<file path="config.mk">
export PLATFORM = sky130hd
export DESIGN_NAME = tsc_queue
export DESIGN_NICKNAME = d
export VERILOG_FILES = /design/src/hw/rtl/tsc_pkg.sv /design/src/hw/rtl/tsc_queue.sv
export SDC_FILE = /design/constraint.sdc
export NUM_CORES = 1
export LEC_CHECK = 0
export ABC_AREA = 1
export BUFFER_PORTS_ARGS = -buffer_cell sky130_fd_sc_hd__buf_2
export CAP_MARGIN = 20
export CORE_MARGIN = 3
export CORE_UTILIZATION = 52
export DETAILED_ROUTE_END_ITERATION = 16
export GPL_TIMING_DRIVEN = 0
export PLACE_DENSITY_LB_ADDON = 0.12
export SYNTH_ARGS = -nofsm -noshare
export SYNTH_HDL_FRONTEND = slang
export SYNTH_SLANG_ARGS = --single-unit
</file>
<file path="constraint.sdc">
create_clock -name clk -period 1.9 [get_ports clk]
set_input_delay 0.095 -clock clk [delete_from_list [all_inputs] [get_ports clk]]
set_output_delay 0.095 -clock clk [all_outputs]
set_load 0.05 [all_outputs]
</file>
<file path="src/hw/rtl/tsc_pkg.sv">
package tsc_pkg;

    localparam int NODE_COUNT    = 65536;
    localparam int ALPHABET_SIZE = 26;
    localparam int SLOT_COUNT    = NODE_COUNT * ALPHABET_SIZE;
    localparam int NODE_W        = $clog2(NODE_COUNT);
    localparam int LTR_W         = $clog2(ALPHABET_SIZE);
    localparam int SLOT_W        = $clog2(SLOT_COUNT);
    localparam int COUNT_W       = 32;
    localparam int QUEUE_DEPTH   = 2;
    localparam int QPTR_W        = (QUEUE_DEPTH > 1) ? $clog2(QUEUE_DEPTH) : 1;
    localparam int QCNT_W        = $clog2(QUEUE_DEPTH + 1);

    typedef logic [NODE_W-1:0]  node_t;
    typedef logic [LTR_W-1:0]   ltr_t;
    typedef logic [SLOT_W-1:0]  slot_t;
    typedef logic [COUNT_W-1:0] count_t;

    typedef enum logic {
        OP_INSERT = 1'b0,
        OP_QUERY  = 1'b1
    } op_t;

    // one letter as seen by the back end
    typedef struct packed {
        logic first;
        op_t  op;
        ltr_t letter;
        logic last;
    } q_item_t;

    // node pool entry: the slot that points here, and the word count
    typedef struct packed {
        node_t  parent;
        ltr_t   letter;
        count_t count;
    } node_entry_t;

    typedef enum logic [2:0] {
        BK_IDLE,
        BK_RD_CHILD,
        BK_CHK_NODE,
        BK_RESOLVE,
        BK_FINISH,
        BK_RESULT
    } back_state_t;

    localparam node_t  LAST_NODE = node_t'(NODE_COUNT - 1);
    localparam count_t COUNT_MAX = '1;

    function automatic slot_t slot_addr(node_t node, ltr_t ltr);
        slot_addr = SLOT_W'(node) * SLOT_W'(ALPHABET_SIZE) + SLOT_W'(ltr);
    endfunction

endpackage

</file>
<file path="src/hw/rtl/tsc_queue.sv">
module tsc_queue
    import tsc_pkg::*;
(
    input  logic    clk,
    input  logic    rst_n,
    input  logic    push,
    input  q_item_t push_item,
    output logic    full,
    input  logic    pop,
    output logic    q_valid,
    output q_item_t q_item
);

    q_item_t            mem_reg [QUEUE_DEPTH];
    logic [QPTR_W-1:0]  wr_ptr_reg;
    logic [QPTR_W-1:0]  wr_ptr_next;
    logic [QPTR_W-1:0]  rd_ptr_reg;
    logic [QPTR_W-1:0]  rd_ptr_next;
    logic [QCNT_W-1:0]  cnt_reg;
    logic [QCNT_W-1:0]  cnt_next;
    logic               do_pop;

    assign full    = (cnt_reg == QCNT_W'(QUEUE_DEPTH));
    assign q_valid = (cnt_reg != '0);
    assign q_item  = mem_reg[rd_ptr_reg];
    assign do_pop  = pop && q_valid;

    always_comb
    begin
        wr_ptr_next = wr_ptr_reg;
        rd_ptr_next = rd_ptr_reg;
        cnt_next    = cnt_reg;
        if (push)
            wr_ptr_next = (wr_ptr_reg == QPTR_W'(QUEUE_DEPTH - 1)) ? '0 : wr_ptr_reg + 1'b1;
        if (do_pop)
            rd_ptr_next = (rd_ptr_reg == QPTR_W'(QUEUE_DEPTH - 1)) ? '0 : rd_ptr_reg + 1'b1;
        if (push && !do_pop)
            cnt_next = cnt_reg + 1'b1;
        else if (do_pop && !push)
            cnt_next = cnt_reg - 1'b1;
    end

    always_ff @(posedge clk or negedge rst_n)
    begin
        if (!rst_n)
        begin
            wr_ptr_reg <= '0;
            rd_ptr_reg <= '0;
            cnt_reg    <= '0;
        end
        else
        begin
            wr_ptr_reg <= wr_ptr_next;
            rd_ptr_reg <= rd_ptr_next;
            cnt_reg    <= cnt_next;
        end
    end

    always_ff @(posedge clk)
    begin
        if (push)
            mem_reg[wr_ptr_reg] <= push_item;
    end

endmodule

</file>
# Word level (Yosys, flattened, before mapping)
# Memories as Yosys holds them, arrays and structs flattened.
# Index checks and enable logic that the tools add are counted.
[op_classes]
addsub = 4
n_eq_ne = 1
n_mux = 6
reduce_logical = 7
[ops]
columns = ["op", "count"]
rows = [
  ["$mux W1", 4],
  ["$mux W2", 2],
  ["$reduce_bool A2 Y1", 2],
  ["$logic_and A1 B1 Y1", 3],
  ["$add A1 B1 Y1 const B", 2],
  ["$add A2 B1 Y2 const B", 1],
  ["$eq A2 B2 Y1 const B", 1],
  ["$logic_not A1 Y1", 2],
  ["$sub A2 B1 Y2 const B", 1],
]
[totals]
register_bits = 4
ramBits = 16
inputBits = 12
mem_count = 1
[memory_table]
columns = ["memory", "words", "width", "read_ports", "rd_ports_with_merged_regs", "wr", "line_no", "source"]
rows = [
  ["mem_reg", 2, 8, 1, 0, 1, "tsc_queue.sv:14", "q_item_t mem_reg [QUEUE_DEPTH];"],
]

# Longest topological paths before layout
# Gate-level depths: netlist of run 1.
[depth]
ltp_word = 5
ltp_mapped = 9
depth_no_buf = 9

# Worst setup path before layout of run 1
# No wires, ideal clock.
[synth_path]
path_type = "flip-flop to flip-flop"
startpoint = "register cnt_reg[0]"
endpoint = "register cnt_reg[1]"
setup_time_ns = 0.117
arrival_time_ns = 1.195
slack_ns = 0.588
stages_incl_launch_ff = 9
path_buffers = 0
cell_sequence = "dfrtp_1 > inv_2 > nand2_4 > nand2_2 > ha_1 > inv_1 > nand3_1 > nand2_1 > nand2_1"
[synth_via]
elab_chain_len = 5
elab_cells_between_ends = 10
[synth_lines]
columns = ["element", "line_no", "source"]
rows = [
  ["start: declaration", "tsc_queue.sv:19", "logic [QCNT_W-1:0] cnt_reg;"],
  ["start signal: assignment", "tsc_queue.sv:55", "cnt_reg <= cnt_next;"],
  ["$reduce_bool A2 Y1 (*)", "tsc_queue.sv:24", "assign q_valid = (cnt_reg != '0);"],
  ["net q_valid", "tsc_queue.sv:10", "output logic q_valid,"],
  ["$logic_and A1 B1 Y1 (*)", "tsc_queue.sv:26", "assign do_pop = pop && q_valid;"],
  ["$logic_not A1 Y1", "tsc_queue.sv:37", "if (push && !do_pop)"],
  ["$logic_and A1 B1 Y1", "tsc_queue.sv:37", ""],
  ["$mux W2 / $reduce_bool A2 Y1 (equally long branches)", "n/a", ""],
]
# Mark *: on every way through the listed nets, which the timed path passes. The rest lies on a longest branch. The select of a mux whose other input is x is not followed.
# A chain may end at the register's enable or synchronous reset.

==> flow_metrics.tcl, run 1 <==
set metrics [dict create \
    outcome "complete, no violations" \
    end_kind "primary output" \
    clock.fmax_mhz 690 \
    p_leak_uw 0.000498 \
    r2r_end "mem_reg[0][4]" \
    rr_startpoint "wr_ptr_reg" \
    grt_max_degree 12 \
    coreArea_um2 1370 \
    globalplace.congestion 0.749 \
    syn_to_final_growth_pct 30.0 \
    skew_ns 0.00169 \
    worstMarginPinSlew_ns 0.751 \
    worst-path-max-fanout 10 \
    fp-row-count 13 \
    hold_start "push" \
    initial_core_util_pct 58.7 \
    hpwl_mm 1.02 \
    grt_usage_pct 17.5 \
    die_x_um 45.3 \
    setup.worst_path.start_class "register" \
    clkLatencyLatePin_ns 0.29 \
    ys_types 15 \
    dr.pass1.iters 4 \
    clkTransAtPathRegs_ns 0.10 \
    grt_first_pass_wirelength_mm 2.35 \
    whs_endpoint "wr_ptr_reg" \
    ys_async_sr_fraction_pct 20.0 \
    multi_input_area_um2 188 \
    critPathKind "reg2out" \
    fin_crit_ns 1.45 \
    nets 117 \
    synth.most_common_cell "nand2_1" \
    rsz0062_at_grt "false" \
    die_h_um 45.3 \
    grt_pass1_vias 564 \
    hp-class "in2reg" \
    cts_resized 0 \
    rr_worst_depth 1 \
    drv_slew 0 \
    synth_top_area_cell "edfxtp_1" \
    yosysSeqAreaShare_pct 72.4 \
    ys_ff_latch 20 \
    setup_tns_ns 0 \
    wl_per_cell_um 12.6 \
    clock_sinks 20 \
    hold_viol_final 0 \
    postSynthCellCount 69 \
    ir_worst_vdd_mv 1.17 \
    regArea_um2 581 \
    io_pins 22 \
    synth_warnings 0 \
    finalCritPeriodShare_pct 76.3 \
    cts_tree "built" \
    worstPathRequired_ns 1.80 \
    clk_path_buf_depth 2 \
    p_per_area_nw_per_um2 1640 \
    wl_mm 1.49 \
    yosysTopAreaCellShare_pct 59.9 \
    maxCapViolations 0 \
    io_buffers 21 \
    critical_path.startpoint "rd_ptr_reg" \
    netlist_area_um2 802 \
    ctsHtreeMaxLevel 1 \
    antenna_found_initial 0 \
    p_total_uw 1710 \
    cts_root_buffer "clkbuf_4" \
    syn_avg_cell_area_um2 11.6 \
    slew_headroom_pct 49.7 \
    grt.overflow.total 0 \
    drive_gt1_share_pct 28.2 \
    drt_iter0_drc 18 \
    dieArea_um2 2050 \
    diodes 0 \
    via_count 565 \
    nFillCells 102 \
    regToRegSetupSlack_ns 0.53 \
    syn-num-nets 82 \
    drc 0 \
    ys_top_cells_by_area "edfxtp_1 (60%), nand2_1 (15%), dfrtp_1 (12%)" \
    cp_data_arrival_time_ns 1.36 \
    vias_per_cell 4.79 \
    synth_ff_type "edfxtp_1" \
    synth_edf_count 16 \
    finalSetupViolCount 0 \
    cts_buffers 3 \
    largest_reg_flops 16 \
    synthTopCellsByCount "nand2_1 (31), edfxtp_1 (16), inv_1 (5)" \
    min_path_cells 2 \
    antenna_left 0 \
]
## worst max-delay path, stage by stage (launching register included)
cell	delay [ns]
dfrtp_1	0.37
buf_2	0.19
inv_4	0.12
nand2_1	0.07
nand2_1	0.06
buf_2	0.25
## layer usage
metal | routed length [um] | global-route usage [%]
met2 | 787 | 29.9
met5 | 0 | 0
met1 | 592 | 18.9
met3 | 54 | 3.59
met4 | 53 | 12.3
## placed cells by master, fill, tap and decap left out
master / count
ha_1: 1
clkinv_1: 1
xor2_1: 1
nand2_4: 1
inv_1: 5
dlygate4sd3_1: 9
buf_2: 22
nor2_1: 2
clkbuf_4: 3
inv_4: 1
nand2_2: 1
xnor2_1: 1
nand2_1: 31
edfxtp_1: 16
dfrtp_1: 4
inv_2: 1
nand3_1: 2
nand4_1: 1
## through the flow
step / instances / hold slack [ns] / setup slack (ns) / area [um^2] / utilization [%]
2_1_floorplan: 69 / -0.201 / 0.588 / 802 / -
3_3_place_gp: 105 / -0.0938 / 0.563 / 926 / 67.8
3_5_place_dp: 105 / -0.0938 / 0.525 / 926 / 67.8
4_1_cts: 118 / 0.00966 / 0.429 / 1040 / 76.3
6_report: 118 / 0.0165 / 0.450 / 1040 / 76.3
5_1_grt: 118 / 0.0140 / 0.362 / 1040 / 76.3
## worst max-delay path by stage
stage	endpoint	slack (ns)	cells past startpoint
after floorplan	cnt_reg[1]	0.59	8
after global placement	mem_reg[0][6]	0.56	1
after detailed placement	mem_reg[0][6]	0.53	1
after CTS	q_item[7]	0.43	5
after global routing	q_item[2]	0.36	5
final	q_item[7]	0.45	5
## timing repair
item | 4_1_cts | 5_1_grt
endpoints found under the hold margin | 20 | 0
hold buffers | 9 | 0
setup buffers | 0 | 0
## power breakdown
group | switching (uW) | internal, uW | leakage [uW] | total (uW)
logic | 667 | 204 | 0.000285 | 871
clock network | 121 | 76.4 | 0.0000154 | 198
registers | 46.3 | 596 | 0.000198 | 642
total | 834 | 876 | 0.000498 | 1710
## kinds of logic (layout without fill, tap and decap cells)
logic type / Yosys count / after routing / share of synthesized area (%)
xor gates and xnor gates: 2 / 2 / 2.18
adders and majority gates: 1 / 1 / 1.56
and+or+nand+nor: 38 / 38 / 19.7
buffers and inverters: 8 / 42 / 4.21
DFF: 20 / 20 / 72.4
## layout make-up
class | instances | share of cell area (%)
timing repair buffer | 30 | 18.7
clock buffer | 3 | 2.16
clock inverter | 1 | 0.360
sequential | 20 | 55.7
tap | 15 | 1.80
buffer | 1 | 0.480
multi-input combinational | 41 | 18.0
inverter | 7 | 2.76
Note: power is estimated with default switching activity, not from simulation.
==> inputs of run 2 (changes only) <==
--- a/config.mk
+++ b/config.mk
@@ -5,11 +5,11 @@
 export SDC_FILE = /design/constraint.sdc
 export NUM_CORES = 1
 export LEC_CHECK = 0
-export ABC_AREA = 1
+export ABC_AREA = 0
 export BUFFER_PORTS_ARGS = -buffer_cell sky130_fd_sc_hd__buf_2
 export CAP_MARGIN = 20
 export CORE_MARGIN = 3
-export CORE_UTILIZATION = 52
+export CORE_UTILIZATION = 44
 export DETAILED_ROUTE_END_ITERATION = 16
 export GPL_TIMING_DRIVEN = 0
 export PLACE_DENSITY_LB_ADDON = 0.12
==> constraint.sdc (replaced) <==
create_clock -name clk -period 1.2 [get_ports clk]
set_input_delay 0.06 -clock clk [delete_from_list [all_inputs] [get_ports clk]]
set_output_delay 0.06 -clock clk [all_outputs]
set_load 0.05 [all_outputs]
==> flow_metrics.tcl, run 2 <==
set metrics [dict create \
    outcome "complete, but fails checks" \
    violations "negative setup slack" \
    syn_avg_cell_area_um2 19.0 \
    synth_ff_type "edfxtp_1" \
    slew_headroom_pct 71.3 \
    vias_per_cell 4.58 \
    fin_cells 106 \
    synth_edf_count 16 \
    netlist_area_um2 779 \
    ys_top_cells_by_area "edfxtp_1 (62%), dfrtp_1 (13%), mux2_2 (12%)" \
    worstPathRequired_ns 1.14 \
    synth.most_common_cell "edfxtp_1" \
    cts_buffers 3 \
    skew_ns 0.00562 \
    postSynthCellCount 41 \
    dp.cells 86 \
    layout_common_cells "edfxtp_1 (16), buf_2 (11), dlygate4sd3_1 (9), buf_8 (9), mux2_4 (8)" \
    critPathKind "reg2out" \
    worst_slack_ns -0.183 \
    antenna_left 0 \
    wl_mm 1.49 \
    clk_path_buf_depth 2 \
    antenna_found_initial 0 \
    wl_per_cell_um 14.0 \
    syn_to_final_growth_pct 59.6 \
    dieArea_um2 2310 \
    clkLatencyLatePin_ns 0.29 \
    grt.overflow.total 0 \
    die_h_um 48.1 \
    p_total_uw 3280 \
    fp-row-count 14 \
    die_x_um 48.1 \
    drive_gt1_share_pct 56.1 \
    finalSetupViolCount 11 \
    drv_slew 0 \
    synthTopCellsByCount "edfxtp_1 (16), mux2_2 (8), dfrtp_1 (4)" \
    grt_pass1_vias 524 \
    p_leak_uw 0.000523 \
    hold_viol_final 0 \
    largest_reg_flops 16 \
    maxCapViolations 0 \
    grt_max_degree 12 \
    ir_worst_vdd_mv 1.68 \
    yosysSeqAreaShare_pct 74.5 \
    clock_sinks 20 \
    setup.worst_path.start_class "register" \
    worstMarginPinSlew_ns 0.428 \
    grt_first_pass_wirelength_mm 2.28 \
    ctsHtreeMaxLevel 1 \
    whs_ns 0.0148 \
    io_buffers 21 \
    globalplace.congestion 0.646 \
    post-route-util_pct 78.0 \
    end_kind "primary output" \
    nets 96 \
    nFillCells 99 \
    ys_ff_latch 20 \
    clkTransAtPathRegs_ns 0.10 \
    min_path_cells 2 \
    cts_root_buffer "clkbuf_4" \
    multi_input_area_um2 244 \
    cts_tree "built" \
    p_per_area_nw_per_um2 2640 \
    synth_top_area_cell "edfxtp_1" \
    ys_async_sr_fraction_pct 20.0 \
    clock.fmax_mhz 723 \
    regArea_um2 581 \
    drt_iter0_drc 4 \
    fin_crit_ns 1.38 \
    cp_data_arrival_time_ns 1.32 \
    coreArea_um2 1590 \
    finalCritPeriodShare_pct 115 \
    grt_usage_pct 15.4 \
    initial_core_util_pct 48.9 \
    rr_worst_depth 6 \
    synth_warnings 0 \
    yosysTopAreaCellShare_pct 61.6 \
    diodes 0 \
    syn-num-nets 54 \
    dr.pass1.iters 2 \
    worst-path-max-fanout 5 \
    hp-class "in2reg" \
    final_common_cell "edfxtp_1" \
    ys_types 13 \
    rsz0062_at_grt "true" \
    io_pins 22 \
    hpwl_um 828 \
    drc 0 \
    via_count 486 \
]
## run 2: changes by cell type after synthesis, sizes merged, moves of 2 or more
cell,previous run,this run
mux2,0,8
nand3,2,0
nand2,33,1
inv,7,0
xor2,1,3
## run 2: through the flow
stage	area, um^2	setup WS [ns]	setup TNS (ns)
6_report	1240	-0.183	-1.67
2_1_floorplan	792	-0.164	-0.210
4_1_cts	1220	-0.195	-1.62
5_1_grt	1240	-0.222	-2.11
3_5_place_dp	927	-0.174	-1.51
3_3_place_gp	927	-0.141	-1.26
## run 2: repair_timing
| action | 4_1_cts | 5_1_grt |
|---|---|---|
| buffers inserted | 4 | 3 |
| gates resized for setup | 42 | 2 |
| setup endpoints to repair | 19 | 12 |
| endpoints found under the hold margin | 20 | 0 |
| pin swaps | 0 | 0 |
| hold buffers | 9 | 0 |
| cloned | 1 | 0 |
## run 2: metal layers
layer | wire [um] | vias to the layer above | share of wire, % | track usage (%)
met4 | 12 | 0 | 0.81 | 8.06
met2 | 865 | 12 | 58 | 29.3
met5 | 0 | - | 0 | 0
met3 | 42 | 2 | 2.8 | 2.21
li1 | - | 234 | - | -
met1 | 567 | 238 | 38 | 16.2
## run 2: final cells by class
| type | instances | share of cell area, % |
|---|---|---|
| buffer | 1 | 0.905 |
| clock buffer | 4 | 2.11 |
| multi-input combinational | 20 | 19.6 |
| sequential | 20 | 46.7 |
| tap | 24 | 2.41 |
| timing repair buffer | 37 | 28.3 |
## run 2: path summary, 6_finish.rpt
path / from / to / slack (ns)
min reg2reg: wr_ptr_reg / wr_ptr_reg / 0.51
max reg2reg: cnt_reg[1] / cnt_reg[1] / -0.14
max: rd_ptr_reg / q_item[4] / -0.18
min in group asynchronous: rst_n / rd_ptr_reg / 0.10
min: push / wr_ptr_reg / 0.01
max in group asynchronous: rst_n / wr_ptr_reg / 0.98
## run 2: cells by family after synthesis
group	after synthesis	share of synthesized area, %
fa+ha+maj	1	1.60
xor+xnor	5	5.62
buf+inv	1	0.963
simple gates	6	5.78
flops	20	74.5
mux	8	11.6
## run 2: worst max-delay path, stage by stage (launching register included)
cell and delay, ns:
dfrtp_1 0.42, buf_6 0.15, mux2_4 0.31, buf_8 0.15
## run 2: where the power goes
| group | switching (uW) | total [uW] | internal (uW) |
|---|---|---|---|
| Clock | 189 | 318 | 129 |
| Sequential | 83.7 | 1030 | 947 |
| Combinational | 986 | 1930 | 948 |
==> inputs of run 3 (changes only) <==
--- a/config.mk
+++ b/config.mk
@@ -5,9 +5,10 @@
 export SDC_FILE = /design/constraint.sdc
 export NUM_CORES = 1
 export LEC_CHECK = 0
-export ABC_AREA = 0
+export ABC_AREA = 1
 export BUFFER_PORTS_ARGS = -buffer_cell sky130_fd_sc_hd__buf_2
 export CAP_MARGIN = 20
+export CORE_ASPECT_RATIO = 1.4
 export CORE_MARGIN = 3
 export CORE_UTILIZATION = 44
 export DETAILED_ROUTE_END_ITERATION = 16
==> flow_metrics.tcl, run 3 (synthesis results as in run 1) <==
set metrics [dict create \
    drt_iter0_drc 10 \
    fin_crit_ns 1.28 \
    grt.overflow.total 0 \
    antenna_left 0 \
    dr.pass1.iters 4 \
    antenna_found_initial 0 \
    worstMarginPinSlew_ns 0.429 \
    largest_reg_flops 16 \
    rr_startpoint "cnt_reg[0]" \
    p_per_area_nw_per_um2 2850 \
    maxCapViolations 0 \
    worst_slack_ns -0.0828 \
    cts_root_buffer "clkbuf_4" \
    dieArea_um2 2380 \
    coreArea_um2 1640 \
    min_path_cells 2 \
    clk_path_buf_depth 2 \
    end_kind "primary output" \
    via_count 615 \
    io_pins 22 \
    r2r_end "cnt_reg[1]" \
    hold_viol_final 0 \
    cts_buffers 3 \
    skew_ns 0.000993 \
    diodes 0 \
    clkLatencyLatePin_ns 0.30 \
    p_leak_uw 0.000567 \
    final_common_cell "nand2_1" \
    worstPathRequired_ns 1.14 \
    critPathKind "reg2out" \
    hp-class "in2reg" \
    die_x_um 42.1 \
    setup.worst_path.start_class "register" \
    hold_start "push" \
    grt_pass1_vias 613 \
    io_buffers 21 \
    syn_to_final_growth_pct 56.0 \
    clkTransAtPathRegs_ns 0.11 \
    slew_headroom_pct 71.4 \
    die_h_um 56.5 \
    layout_common_cells "nand2_1 (28), edfxtp_1 (16), buf_2 (12)" \
    rr_worst_depth 8 \
    grt_usage_pct 14.5 \
    hpwl_um 924 \
    ir_worst_vdd_mv 1.74 \
    globalplace.congestion 0.689 \
    fp-row-count 17 \
    clock_sinks 20 \
    grt_first_pass_wirelength_mm 2.49 \
    grt_max_degree 13 \
    ctsHtreeMaxLevel 1 \
    drive_gt1_share_pct 43.2 \
    post-route-util_pct 76.4 \
    cts_tree "built" \
    regToRegSetupSlack_ns -0.01 \
    nFillCells 113 \
    drc 0 \
    drv_slew 0 \
    rsz0062_at_grt "true" \
    clock.fmax_mhz 780 \
    whs_endpoint "wr_ptr_reg" \
    finalCritPeriodShare_pct 107 \
    wl_mm 1.65 \
    worst-path-max-fanout 6 \
    cp_data_arrival_time_ns 1.22 \
    violations "negative setup slack" \
    nets 125 \
    wl_per_cell_um 12.7 \
    vias_per_cell 4.73 \
    outcome "complete, but fails checks" \
    initial_core_util_pct 49.0 \
    finalSetupViolCount 9 \
    p_total_uw 3560 \
]
==> run 3: changes by cell type in the layout (fill, tap and decap cells not counted), sizes merged, moves of 2 or more <==
| cell | previous run | this run |
|---|---|---|
| nand3 | 0 | 2 |
| xor2 | 3 | 1 |
| mux2 | 8 | 0 |
| nand2 | 1 | 33 |
| inv | 0 | 7 |
==> run 3: per-stage QoR <==
stage	setup TNS [ns]	hold slack (ns)	cell area, um^2	cells	setup WS, ns
6_report	-0.458	0.0165	1250	130	-0.0828
5_1_grt	-1.12	0.0144	1250	130	-0.157
4_1_cts	-0.529	0.00181	1200	127	-0.0839
3_3_place_gp	-0.984	-0.130	962	109	-0.123
3_5_place_dp	-1.14	-0.128	962	109	-0.143
2_1_floorplan	-0.00464	-0.236	833	69	-0.00464
==> run 3: cell type report <==
class                   instances  area, um^2  share of cell area (%)
flip-flops and latches         20         582                    46.5
repair buffers                 37         312                    24.9
multi-input cells              41         231                    18.5
inverters                       7        31.3                    2.50
clock inverters                 1        30.0                    2.40
well taps                      19        23.8                    1.90
clock buffers                   3        22.5                    1.80
plain buffers                   1        11.3                   0.900
repair inverters                1        7.51                   0.600
==> run 3: report_power, final <==
group | switching [uW] | internal [uW] | total, uW
Combinational | 1230 | 746 | 1980
Sequential | 94.9 | 947 | 1040
Clock | 203 | 338 | 541
==> run 3: worst max-delay path, cell delays in order, from the launching register on <==
cell,delay (ns)
dfrtp_1,0.40
buf_6,0.14
clkinvlp_4,0.09
nand2_1,0.05
nand2_1,0.08
buf_6,0.16
==> run 3: worst max-delay path by stage <==
stage	start	endpoint	cells after the start
global route	rd_ptr_reg	q_item[4]	5
CTS	rd_ptr_reg	q_item[4]	5
global placement	wr_ptr_reg	mem_reg[0][0]	1
floorplan	cnt_reg[0]	cnt_reg[1]	8
detailed placement	wr_ptr_reg	mem_reg[0][1]	1
finish	rd_ptr_reg	q_item[5]	5
==> run 3: layer usage <==
metal  up-vias  GRT usage [%]  wire (um)  share of wire, %
met5         -              0          0                 0
met4         0           10.7         52               3.1
met3         8           1.92         64               3.9
met2        19           27.4        930                56
met1       281           13.5        605                37
li1        307              -          -                 -
==> run 3: timing repair <==
item	in CTS	in global routing
cloned	2	0
setup endpoints to repair	18	11
pin swaps	3	1
gates resized for setup	21	10
hold buffers	9	0
setup buffers	3	3
hold endpoints to repair	20	0
