## src/hw/rtl/tsc_pkg.sv

```systemverilog
package tsc_pkg;

    localparam int NODE_COUNT    = 65536;
    localparam int ALPHABET_SIZE = 26;
    localparam int SLOT_COUNT    = NODE_COUNT * ALPHABET_SIZE;
    localparam int NODE_W        = $clog2(NODE_COUNT);
    localparam int LTR_W         = $clog2(ALPHABET_SIZE);
    localparam int SLOT_W        = $clog2(SLOT_COUNT);
    localparam int COUNT_W       = 32;
    localparam int QUEUE_DEPTH   = 2;
    localparam int QPTR_W        = (QUEUE_DEPTH > 1) ? $clog2(QUEUE_DEPTH) : 1;
    localparam int QCNT_W        = $clog2(QUEUE_DEPTH + 1);

    typedef logic [NODE_W-1:0]  node_t;
    typedef logic [LTR_W-1:0]   ltr_t;
    typedef logic [SLOT_W-1:0]  slot_t;
    typedef logic [COUNT_W-1:0] count_t;

    typedef enum logic {
        OP_INSERT = 1'b0,
        OP_QUERY  = 1'b1
    } op_t;

    // one letter as seen by the back end
    typedef struct packed {
        logic first;
        op_t  op;
        ltr_t letter;
        logic last;
    } q_item_t;

    // node pool entry: the slot that points here, and the word count
    typedef struct packed {
        node_t  parent;
        ltr_t   letter;
        count_t count;
    } node_entry_t;

    typedef enum logic [2:0] {
        BK_IDLE,
        BK_RD_CHILD,
        BK_CHK_NODE,
        BK_RESOLVE,
        BK_FINISH,
        BK_RESULT
    } back_state_t;

    localparam node_t  LAST_NODE = node_t'(NODE_COUNT - 1);
    localparam count_t COUNT_MAX = '1;

    function automatic slot_t slot_addr(node_t node, ltr_t ltr);
        slot_addr = SLOT_W'(node) * SLOT_W'(ALPHABET_SIZE) + SLOT_W'(ltr);
    endfunction

endpackage

```

## src/hw/rtl/tsc_front.sv

```systemverilog
module tsc_front
    import tsc_pkg::*;
(
    input  logic    clk,
    input  logic    rst_n,
    input  logic    req_valid,
    output logic    req_ready,
    input  logic    opcode,
    input  logic [4:0] letter,
    input  logic    last_letter,
    output logic    push,
    output q_item_t push_item,
    input  logic    q_full
);

    logic at_start_reg;
    logic at_start_next;
    op_t  word_op_reg;
    op_t  word_op_next;
    ltr_t ltr_clamped;

    assign req_ready = !q_full;
    assign push      = req_valid && !q_full;

    always_comb
    begin
        if (32'(letter) >= ALPHABET_SIZE)
            ltr_clamped = ltr_t'(ALPHABET_SIZE - 1);
        else
            ltr_clamped = ltr_t'(letter);
    end

    always_comb
    begin
        push_item.first  = at_start_reg;
        push_item.op     = at_start_reg ? op_t'(opcode) : word_op_reg;
        push_item.letter = ltr_clamped;
        push_item.last   = last_letter;
    end

    always_comb
    begin
        at_start_next = at_start_reg;
        word_op_next  = word_op_reg;
        if (push)
        begin
            at_start_next = last_letter;
            word_op_next  = push_item.op;
        end
    end

    always_ff @(posedge clk or negedge rst_n)
    begin
        if (!rst_n)
        begin
            at_start_reg <= 1'b1;
            word_op_reg  <= OP_INSERT;
        end
        else
        begin
            at_start_reg <= at_start_next;
            word_op_reg  <= word_op_next;
        end
    end

endmodule

```

## config.mk

```make
export PLATFORM = sky130hd
export DESIGN_NAME = tsc_front
export DESIGN_NICKNAME = d
export VERILOG_FILES = /design/src/hw/rtl/tsc_pkg.sv /design/src/hw/rtl/tsc_front.sv
export SDC_FILE = /design/constraint.sdc
export NUM_CORES = 1
export LEC_CHECK = 0
export BUFFER_PORTS_ARGS = -buffer_cell sky130_fd_sc_hd__buf_4
export CAP_MARGIN = 20
export CORE_AREA = 2 2 39 41
export DETAILED_ROUTE_END_ITERATION = 16
export DIE_AREA = 0 0 41 43
export MAX_ROUTING_LAYER = met4
export SKIP_LAST_GASP = 1
export SLEW_MARGIN = 30
export SYNTH_ARGS = -nofsm -noshare
export SYNTH_HDL_FRONTEND = slang
export SYNTH_SLANG_ARGS = --single-unit
```

## constraint.sdc

```tcl
create_clock -name clk -period 1.3 [get_ports clk]
set_input_delay 0.26 -clock clk [delete_from_list [all_inputs] [get_ports clk]]
set_output_delay 0.26 -clock clk [all_outputs]
set_load 0.01 [all_outputs]
```

* Word level (Yosys, flattened, before mapping)
Index checks and enable logic that the tools add are counted.
Cells by class: muxes and demuxes 2, magnitude comparators 1, reduce and logical (&&, ||, !) cells 2
Operators with widths (number):
- >= comparator 5 bit, second input constant | 1
- two-way mux 5 bit | 1
- logical AND 1 bit | 1
- logical NOT 1 bit | 1
- two-way mux 1 bit | 1
Word-level totals: register bits 2, input port bits 11, output and inout bits 10

* Depth between registers and ports, before layout
Gate-level depths: netlist of run 1.
word-level depth 2, gate-level depth with buffers 2, depth with buffers taken out 2

* Least setup slack after synthesis of run 1
Ideal clock, no wire load.
kind register to output, from register at_start_reg, to output port push_item[6] (netlist name), path slack 0.128 ns, cell stages (with the launch flop) 2, buffers on the path 0, data required time 1.040 ns, arrival time 0.912 ns, path through dfstp_2 mux2_2
RTL lines:
- from (decl) | RTL line tsc_front.sv:16 | logic at_start_reg;
- from (signal assigned) | RTL line tsc_front.sv:61 | at_start_reg <= at_start_next;
- to (decl) | RTL line tsc_front.sv:12 | output q_item_t push_item,

==> results of run 1 <==
-- Yosys cell counts (all sizes together) --
cell,instances,share of area
and2,2,0.071
buf,2,0.085
clkbuf,2,0.043
dfrtp,1,0.14
dfstp,1,0.15
inv,1,0.021
mux2,3,0.21
nand2,1,0.021
nand3b,1,0.11
nor2,1,0.021
nor2b,1,0.078
o21bai,1,0.043
-- kinds of logic (layout without fill, tap and decap cells) --
logic type             count (synthesis)  count (layout)  synth area share
buffers and inverters                  5              28             0.149
and+or+nand+nor                        6               6             0.305
muxes                                  3               3             0.213
DFF                                    2               2             0.291
AOI/OAI and AO/OA                      1               1            0.0426
-- layout make-up --
cell class                 count  area [µm²]  area share
clock buffer                   4        26.3      0.0686
timing repair buffer          23         179       0.467
multi-input combinational     10         103       0.268
inverter                       1        3.75     0.00980
sequential                     2        51.3       0.134
tap                           16        20.0      0.0523
-- how the worst max path moves through the flow --
stage / start / endpoint / slack [ns] / cells after the start
6_report: at_start_reg / push_item[6] / -0.13 / 2
5_1_grt: at_start_reg / push_item[6] / -0.15 / 2
4_1_cts: at_start_reg / push_item[6] / -0.13 / 2
3_5_place_dp: at_start_reg / push_item[6] / 0.07 / 2
3_3_place_gp: at_start_reg / push_item[6] / 0.07 / 2
2_1_floorplan: at_start_reg / push_item[6] / 0.13 / 1
-- per-stage QoR --
stage	std cells	setup WS (ns)	cell area, µm²	util	power (mW)
final	56	-0.127	383	0.277	0.397
after global routing	56	-0.154	383	0.277	0.424
after CTS	55	-0.129	375	0.271	0.398
after detailed placement	50	0.0724	332	0.240	0.225
after global placement	50	0.0741	332	0.240	0.225
after floorplan	17	0.128	176	-	0.157
-- routing by layer --
metal,GRT usage,vias to the layer above,wire length [µm]
li1,-,96,-
met1,0.0579,93,175
met2,0.0875,7,258
met3,0.0314,2,39
met4,0.0800,0,8
met5,-,-,0
-- power breakdown --
| part | switching, mW | leakage (nW) | internal (mW) |
|---|---|---|---|
| combinational | 0.0533 | 0.173 | 0.104 |
| sequential | 0.00786 | 0.0224 | 0.0797 |
| clock | 0.0373 | 0.0150 | 0.114 |
-- timing repair --
item,in CTS,in global routing
setup buffers,0,1
pin swaps,0,0
hold buffers,1,0
hold endpoints to repair,2,0
endpoints found under the setup margin,1,1
gates resized for setup,2,0
==> impl_metrics.sql, run 1 <==
INSERT INTO impl_metrics (metric_group, metric, value, unit) VALUES
('power', 'static_leakage_power', '0.210', 'nW'),
('power', 'powerDensity', '1040', 'mW/mm²'),
('min_path', 'min_path_type', 'input port to flop', ''),
('worst_setup_path', 'worst-endpoint-arrival', '1.17', 'ns'),
('place', 'gp_congestion', '0.617', ''),
('timing', 'tightest_slew', '0.106', 'ns'),
('final_layout', 'area_growth_syn_to_layout', '117', '%'),
('final_layout', 'mostFrequentLayoutCells', 'sky130_fd_sc_hd__buf_4, sky130_fd_sc_hd__clkbuf_4, sky130_fd_sc_hd__and2_1, sky130_fd_sc_hd__mux2_4', ''),
('floorplan', 'top_level_ports', '21', ''),
('cts', 'insertion_delay', '0.23', 'ns'),
('timing', 'fmax', '701', 'MHz'),
('timing', 'finalSetupViolCount', '2', ''),
('cts', 'cts_clk_pin_slew_worst_paths', '0.04', 'ns'),
('worst_setup_path', 'critical_path_class', 'flop to primary output', ''),
('timing', 'worst_hold_check_slack', '0.280', 'ns'),
('synth', 'synth_seq_cells', '2', ''),
('synth', 'synth_cells', '17', ''),
('timing', 'timing.final.max_slew_violations', '0', ''),
('worst_setup_path', 'timing.critical_path.to_type', 'primary output', ''),
('global_route', 'grt_util_all_layers', '0.0658', ''),
('timing', 'setup_total_negative_slack', '-0.162', 'ns'),
('timing', 'timing.final.hold_violations', '0', ''),
('global_route', 'first_pass_grt_wire_length', '676', 'µm'),
('global_route', 'antenna_found_initial', '0', ''),
('worst_setup_path', 'critical_path.slowest_cell', 'sky130_fd_sc_hd__dfstp_2', ''),
('final_layout', 'layout-drive-gt1-share', '0.775', ''),
('global_route', 'first_global_vias', '186', ''),
('global_route', 'grt_max_degree', '4', ''),
('final_layout', 'nNetsFinal', '52', ''),
('drt', 'drt-pass1-iter-count', '4', ''),
('timing', 'finalCriticalPeriod', '1.43', 'ns'),
('drt', 'route.antenna.remaining_nets', '0', ''),
('status', 'failed_checks', 'setup timing', ''),
('cts', 'cts_max_level', '1', ''),
('worst_setup_path', 'critPathMaxFanout', '2', ''),
('floorplan', 'die_width', '41', 'µm'),
('floorplan', 'std_cell_rows', '14', ''),
('cts', 'cts_root_buffer', 'sky130_fd_sc_hd__clkbuf_4', ''),
('timing', 'layout_setup_ws', '-0.127', 'ns'),
('final_layout', 'insertedDiodeCount', '0', ''),
('worst_setup_path', 'required', '1.04', 'ns'),
('cts', 'ctsLongestPathBuffers', '2', ''),
('global_route', 'globalRoute.totalOverflow', '0', ''),
('cts', 'cts_tree', 'yes', ''),
('floorplan', 'core_area', '0.00138', 'mm²'),
('synth', 'synth.yosys.seq_area_share', '0.291', ''),
('worst_setup_path', 'worst_r2r_endpoint', 'word_op_reg', ''),
('job', 'maxCapViolCount', '0', ''),
('power', 'irDropWorstVdd', '316', 'µV'),
('drt', 'vias_per_cell', '3.54', ''),
('floorplan', 'die_h', '43', 'µm'),
('floorplan', 'design.die.area', '0.00176', 'mm²'),
('min_path', 'hold_depth', '2', ''),
('drt', 'drc', '0', ''),
('synth', 'syn-cell-area', '176', 'µm²'),
('worst_setup_path', 'reg2reg_slack', '0.08', 'ns'),
('cts', 'numClockSinks', '2', ''),
('worst_setup_path', 'worstPathBufferInverterCount', '1', ''),
('cts', 'tritoncts.num_buffers', '3', ''),
('status', 'status', 'finished with violations', ''),
('worst_setup_path', 'max_stage_delay', '0.53', 'ns'),
('drt', 'first_iter_violations', '2', ''),
('min_path', 'min_delay_worst_endpoint', 'word_op_reg', ''),
('floorplan', 'starting_density_of_the_core', '0.127', ''),
('worst_setup_path', 'timing.reg2reg.worst_path_depth', '4', ''),
('drt', 'number_of_vias_after_detailed_routing', '198', ''),
('place', 'io_buffers', '20', ''),
('timing', 'worst_clock_skew', '0.0104', 'ns'),
('worst_setup_path', 'crit-reg2reg-launch', 'at_start_reg', ''),
('timing', 'max_slew_margin', '0.929', ''),
('synth', 'syn-num-nets', '28', '');
(Power assumes the default switching activity.)
==> inputs of run 2 (changes only) <==
- clock period: 1.3 -> 1.2 ns (I/O delays scaled with it)
==> run 2 against run 1 <==
  * The run still ends with setup timing left
  * Largest power group unchanged
  * Non-clock buffer count decreased by 1
  * Worst setup slack worse by 0.080 ns
  * Combinational power increased by 4%
  * Flip-flop and latch count is the same
  * Highest routed layer unchanged
  * Sequential power up 8.3%
  * Clock-buffer cell count did not move
  * Core utilization down 0.54 points
  * Global-route usage is the same
  * Clock skew is the same
  * Sequential share of layout area increased by 0.27 points
  * Largest cell class unchanged
==> impl_metrics.sql, run 2 (synthesis results as in run 1) <==
INSERT INTO impl_metrics (metric_group, metric, value, unit) VALUES
('job', 'maxCapViolCount', '0', ''),
('min_path', 'min_path_type', 'input port to flop', ''),
('drt', 'wl', '477', 'µm'),
('power', 'irDropWorstVdd', '328', 'µV'),
('worst_setup_path', 'crit_start', 'at_start_reg', ''),
('worst_setup_path', 'timing.reg2reg.worst_path_depth', '3', ''),
('cts', 'insertion_delay', '0.23', 'ns'),
('cts', 'cts_tree', 'yes', ''),
('timing', 'fmax', '711', 'MHz'),
('drt', 'route.antenna.remaining_nets', '0', ''),
('global_route', 'first_global_vias', '186', ''),
('final_layout', 'layout-drive-gt1-share', '0.769', ''),
('final_layout', 'nNetsFinal', '51', ''),
('timing', 'tightest_slew', '0.106', 'ns'),
('global_route', 'grt_util_all_layers', '0.0658', ''),
('timing', 'max_slew_margin', '0.929', ''),
('drt', 'vias_per_cell', '3.60', ''),
('power', 'static_leakage_power', '0.205', 'nW'),
('global_route', 'globalRoute.totalOverflow', '0', ''),
('final_layout', 'finalNonFillerCells', '55', ''),
('drt', 'drc', '0', ''),
('timing', 'worst_clock_skew', '0.0104', 'ns'),
('floorplan', 'design.die.area', '0.00176', 'mm²'),
('timing', 'timing.final.hold_violations', '0', ''),
('worst_setup_path', 'endpoint', 'push_item[6]', ''),
('final_layout', 'fill_cells', '153', ''),
('floorplan', 'die_width', '41', 'µm'),
('cts', 'cts_clk_pin_slew_worst_paths', '0.04', 'ns'),
('cts', 'cts_root_buffer', 'sky130_fd_sc_hd__clkbuf_4', ''),
('cts', 'cts_max_level', '1', ''),
('timing', 'finalCriticalPeriod', '1.41', 'ns'),
('drt', 'number_of_vias_after_detailed_routing', '198', ''),
('cts', 'numClockSinks', '2', ''),
('global_route', 'first_pass_grt_wire_length', '676', 'µm'),
('place', 'gp_congestion', '0.617', ''),
('floorplan', 'top_level_ports', '21', ''),
('global_route', 'grt_max_degree', '4', ''),
('drt', 'drt-pass1-iter-count', '4', ''),
('floorplan', 'std_cell_rows', '14', ''),
('floorplan', 'starting_density_of_the_core', '0.127', ''),
('worst_setup_path', 'critPathMaxFanout', '2', ''),
('drt', 'first_iter_violations', '2', ''),
('worst_setup_path', 'timing.critical_path.to_type', 'primary output', ''),
('cts', 'ctsLongestPathBuffers', '2', ''),
('timing', 'layout_worst_path_cycle_share', '1.17', ''),
('final_layout', 'insertedDiodeCount', '0', ''),
('place', 'io_buffers', '20', ''),
('worst_setup_path', 'crit-reg2reg-launch', 'at_start_reg', ''),
('status', 'status', 'finished with violations', ''),
('worst_setup_path', 'startpoint_type', 'flop', ''),
('global_route', 'antenna_found_initial', '0', ''),
('worst_setup_path', 'worst_r2r_endpoint', 'word_op_reg', ''),
('worst_setup_path', 'reg2reg_slack', '0.07', 'ns'),
('power', 'powerDensity', '1130', 'mW/mm²'),
('worst_setup_path', 'required', '0.96', 'ns'),
('drt', 'avgRoutedWirePerCell', '8.67', 'µm'),
('place', 'estimated_wirelength_of_the_detail_placed_design', '379', 'µm'),
('timing', 'finalSetupViolCount', '2', ''),
('final_layout', 'layout_commonest_cell', 'sky130_fd_sc_hd__buf_4', ''),
('floorplan', 'core_area', '0.00138', 'mm²'),
('worst_setup_path', 'worst-endpoint-arrival', '1.17', 'ns'),
('final_layout', 'mostFrequentLayoutCells', 'sky130_fd_sc_hd__buf_4, sky130_fd_sc_hd__clkbuf_4, sky130_fd_sc_hd__and2_1, sky130_fd_sc_hd__mux2_4', ''),
('place', 'placedCellCount', '50', ''),
('cts', 'tritoncts.num_buffers', '3', ''),
('place', 'place_worst_setup_slack', '-0.00763', 'ns'),
('timing', 'layout_setup_ws', '-0.207', 'ns'),
('worst_setup_path', 'critical_path_class', 'flop to primary output', ''),
('status', 'failed_checks', 'setup timing', ''),
('final_layout', 'area_growth_syn_to_layout', '113', '%'),
('timing', 'timing.final.max_slew_violations', '0', ''),
('floorplan', 'die_h', '43', 'µm'),
('timing', 'rsz0062_at_grt', 'true', '');
[run 2: final cells by class]
cell class,instances,area [µm²],area share
Multi-Input combinational cell,10,103,0.273
Sequential cell,2,51.3,0.137
Clock buffer,4,26.3,0.0700
Timing Repair Buffer,22,171,0.457
Tap cell,16,20.0,0.0533
Inverter,1,3.75,0.0100
[run 2: how the worst min path moves through the flow]
stage / depth (start not counted) / slack [ns] / start / end
after floorplan: 0 / -0.06 / rst_n / word_op_reg
after global placement: 1 / 0.02 / rst_n / word_op_reg
after detailed placement: 1 / 0.02 / rst_n / word_op_reg
after CTS: 2 / 0.26 / opcode / word_op_reg
after global routing: 2 / 0.26 / opcode / word_op_reg
final: 2 / 0.26 / opcode / word_op_reg
[run 2: timing repair]
action | CTS | global route
setup buffers | 0 | 1
endpoints found under the hold margin | 2 | 0
setup endpoints to repair | 2 | 2
resized for setup | 2 | 0
hold buffers | 1 | 0
[run 2: power by group]
part | internal [mW] | switching [mW] | total, mW
Clock | 0.124 | 0.0404 | 0.164
Combinational | 0.107 | 0.0564 | 0.164
Sequential | 0.0863 | 0.00850 | 0.0948
Total | 0.317 | 0.105 | 0.423
[run 2: worst max-delay path, cell delays in order (launching register included)]
cell and delay (ns):
sky130_fd_sc_hd__dfstp_2 0.53, sky130_fd_sc_hd__mux2_4 0.30, sky130_fd_sc_hd__buf_6 0.12
[run 2: through the flow]
step	instance area [µm²]	hold WS [ns]	total power, mW	setup TNS (ns)	utilization
2_1_floorplan	176	-0.0556	0.170	0	-
3_3_place_gp	332	0.0229	0.244	-0.00595	0.240
3_5_place_dp	332	0.0226	0.244	-0.00763	0.240
4_1_cts	375	0.257	0.432	-0.248	0.271
5_1_grt	375	0.259	0.452	-0.298	0.271
6_report	375	0.260	0.423	-0.236	0.271
[run 2: layer usage]
layer,global-route usage,routed length (µm),up-vias
met2,0.0875,259,7
met1,0.0579,161,94
li1,-,-,95
met3,0.0314,47,2
met5,-,0,-
met4,0.0800,8,0
==> inputs of run 3 (changes only) <==
- SETUP_SLACK_MARGIN: unset -> 0.2
==> run 3 against run 2 <==
  * The flow still finishes with violations (setup timing)
  * Clock power hardly changed
  * Wire length is 6.1% higher
  * Worst hold slack worse by 0.0018 ns
  * Die area stayed put
  * Sequential power is 0.4% lower
  * Worst setup slack better by 0.0045 ns
  * Flip-flop and latch count stayed put
  * Maximum frequency is 0.32% higher
  * Clock skew is 0.0039 ns lower
  * Highest routed layer is now met3
==> impl_metrics.sql, run 3 (synthesis results as in run 1) <==
INSERT INTO impl_metrics (metric_group, metric, value, unit) VALUES
('worst_setup_path', 'required', '0.96', 'ns'),
('timing', 'max_slew_margin', '0.929', ''),
('min_path', 'hp-start', 'opcode', ''),
('drt', 'number_of_vias_after_detailed_routing', '192', ''),
('drt', 'drt-pass1-iter-count', '2', ''),
('power', 'powerDensity', '1130', 'mW/mm²'),
('place', 'gp_congestion', '0.582', ''),
('worst_setup_path', 'worst-endpoint-arrival', '1.16', 'ns'),
('status', 'status', 'finished with violations', ''),
('final_layout', 'area_growth_syn_to_layout', '113', '%'),
('final_layout', 'fill_cells', '150', ''),
('min_path', 'hold_depth', '2', ''),
('timing', 'finalSetupViolCount', '2', ''),
('floorplan', 'design.die.area', '0.00176', 'mm²'),
('worst_setup_path', 'timing.reg2reg.worst_path_depth', '3', ''),
('floorplan', 'core_area', '0.00138', 'mm²'),
('power', 'post-layout-total-power', '0.423', 'mW'),
('power', 'share_clk_of_total_power', '0.394', ''),
('cts', 'cts_root_buffer', 'sky130_fd_sc_hd__clkbuf_4', ''),
('power', 'intPower', '0.317', 'mW'),
('final_layout', 'insertedDiodeCount', '0', ''),
('job', 'maxCapViolCount', '0', ''),
('status', 'failed_checks', 'setup timing', ''),
('final_layout', 'layout-drive-gt1-share', '0.769', ''),
('final_layout', 'nNetsFinal', '51', ''),
('power', 'static_leakage_power', '0.205', 'nW'),
('drt', 'wl', '506', 'µm'),
('cts', 'insertion_delay', '0.23', 'ns'),
('cts', 'cts_clk_pin_slew_worst_paths', '0.03', 'ns'),
('worst_setup_path', 'reg2reg_slack', '0.07', 'ns'),
('final_layout', 'layout_commonest_cell', 'sky130_fd_sc_hd__buf_4', ''),
('cts', 'cts_tree', 'yes', ''),
('final_layout', 'seqCellArea', '51.3', 'µm²'),
('cts', 'tritoncts.num_buffers', '3', ''),
('power', 'share_comb_of_total_power', '0.383', ''),
('worst_setup_path', 'worst_r2r_endpoint', 'word_op_reg', ''),
('floorplan', 'top_level_ports', '21', ''),
('timing', 'finalCriticalPeriod', '1.40', 'ns'),
('final_layout', 'finalNonFillerCells', '55', ''),
('power', 'pwr-share-seq', '0.223', ''),
('worst_setup_path', 'crit-reg2reg-launch', 'at_start_reg', ''),
('power', 'irDropWorstVdd', '220', 'µV'),
('global_route', 'grt_util_all_layers', '0.0699', ''),
('timing', 'timing.final.hold_violations', '0', ''),
('cts', 'ctsLongestPathBuffers', '2', ''),
('cts', 'numClockSinks', '2', ''),
('drt', 'vias_per_cell', '3.49', ''),
('min_path', 'min_path_type', 'input port to flop', ''),
('drt', 'drc', '0', ''),
('drt', 'route.antenna.remaining_nets', '0', ''),
('global_route', 'grt_max_degree', '4', ''),
('worst_setup_path', 'worstPathCellList', 'mux2_4 -> buf_6', ''),
('cts', 'cts_max_level', '1', ''),
('final_layout', 'mostFrequentLayoutCells', 'sky130_fd_sc_hd__buf_4, sky130_fd_sc_hd__clkbuf_4, sky130_fd_sc_hd__and2_1, sky130_fd_sc_hd__mux2_4', ''),
('worst_setup_path', 'startpoint_type', 'flop', ''),
('worst_setup_path', 'worst_path_dominant_cell_family', 'flip-flops', ''),
('drt', 'avgRoutedWirePerCell', '9.20', 'µm'),
('timing', 'fmax', '713', 'MHz'),
('place', 'place_worst_setup_slack', '0.0132', 'ns'),
('global_route', 'antenna_found_initial', '0', ''),
('worst_setup_path', 'max_stage_delay', '0.53', 'ns'),
('global_route', 'first_global_vias', '190', ''),
('timing', 'timing.final.max_slew_violations', '0', ''),
('global_route', 'globalRoute.totalOverflow', '0', ''),
('global_route', 'first_pass_grt_wire_length', '710', 'µm'),
('final_layout', 'final_core_utilization', '0.271', ''),
('timing', 'rsz0062_at_grt', 'true', ''),
('floorplan', 'std_cell_rows', '14', ''),
('timing', 'layout_worst_path_cycle_share', '1.17', ''),
('power', 'sw_share', '0.249', ''),
('place', 'io_buffers', '20', ''),
('worst_setup_path', 'critPathMaxFanout', '2', ''),
('floorplan', 'starting_density_of_the_core', '0.127', ''),
('worst_setup_path', 'critical_path.slowest_cell', 'sky130_fd_sc_hd__dfstp_2', ''),
('place', 'placedCellCount', '50', ''),
('worst_setup_path', 'critical_path_class', 'flop to primary output', ''),
('min_path', 'min_delay_worst_endpoint', 'word_op_reg', ''),
('floorplan', 'die_width', '41', 'µm'),
('worst_setup_path', 'worstPathBufferInverterCount', '1', ''),
('worst_setup_path', 'timing.critical_path.to_type', 'primary output', ''),
('timing', 'tightest_slew', '0.106', 'ns'),
('floorplan', 'die_h', '43', 'µm'),
('cts', 'post-cts-setup-buffers', '0', ''),
('timing', 'layout_setup_ws', '-0.202', 'ns'),
('timing', 'worst_clock_skew', '0.00643', 'ns'),
('final_layout', 'multi_input_area', '103', 'µm²'),
('drt', 'first_iter_violations', '1', ''),
('power', 'net-switching-power', '0.105', 'mW');
## run 3: worst max path at each step
| stage | start | to | slack, ns | cells after the start |
|---|---|---|---|---|
| floorplan | at_start_reg | push_item[6] | 0.09 | 1 |
| finish | at_start_reg | push_item[6] | -0.20 | 2 |
| detailed placement | at_start_reg | push_item[6] | 0.01 | 2 |
| global route | at_start_reg | push_item[6] | -0.23 | 2 |
| global placement | at_start_reg | push_item[6] | 0.02 | 2 |
| CTS | at_start_reg | push_item[6] | -0.22 | 2 |
## run 3: metal layers
metal	vias up	track usage	wire, µm
li1	96	-	-
met1	89	0.0481	161
met2	7	0.0969	283
met3	0	0.0524	61
met4	0	0.0800	0
met5	-	-	0
## run 3: metrics by stage
step	instance area, µm²	hold WS, ns	setup TNS (ns)
after floorplan	180	-0.0556	0
after global placement	335	0.0239	0
after detailed placement	335	0.0250	0
after CTS	375	0.247	-0.263
after global routing	375	0.254	-0.294
final	375	0.258	-0.226
## run 3: layout make-up
type / count / share of cell area
Sequential cell: 2 / 0.137
Timing Repair Buffer: 22 / 0.457
Multi-Input combinational cell: 10 / 0.273
Clock buffer: 4 / 0.0700
Tap cell: 16 / 0.0533
Inverter: 1 / 0.0100
## run 3: power groups by stage
stage	registers, mW	logic [mW]	clock network, mW
2_1_floorplan	0.0982	0.0772	0
3_3_place_gp	0.0941	0.154	0
3_5_place_dp	0.0950	0.155	0
4_1_cts	0.0943	0.165	0.181
5_1_grt	0.0956	0.175	0.183
6_report	0.0944	0.162	0.166
## run 3: worst reg2reg max path: cells and delay by family, from the launching register on
family | cells | cell delay, ns
buffers and inverters | 1 | 0.12
flip-flops | 1 | 0.53
multiplexers | 1 | 0.29
AND/OR/NAND/NOR | 1 | 0.07
## run 3: repair_timing
item	in CTS	in global routing
endpoints found under the hold margin	2	0
hold buffers	1	0
gates resized for setup	1	0
gates cloned	0	0
setup endpoints to repair	3	3
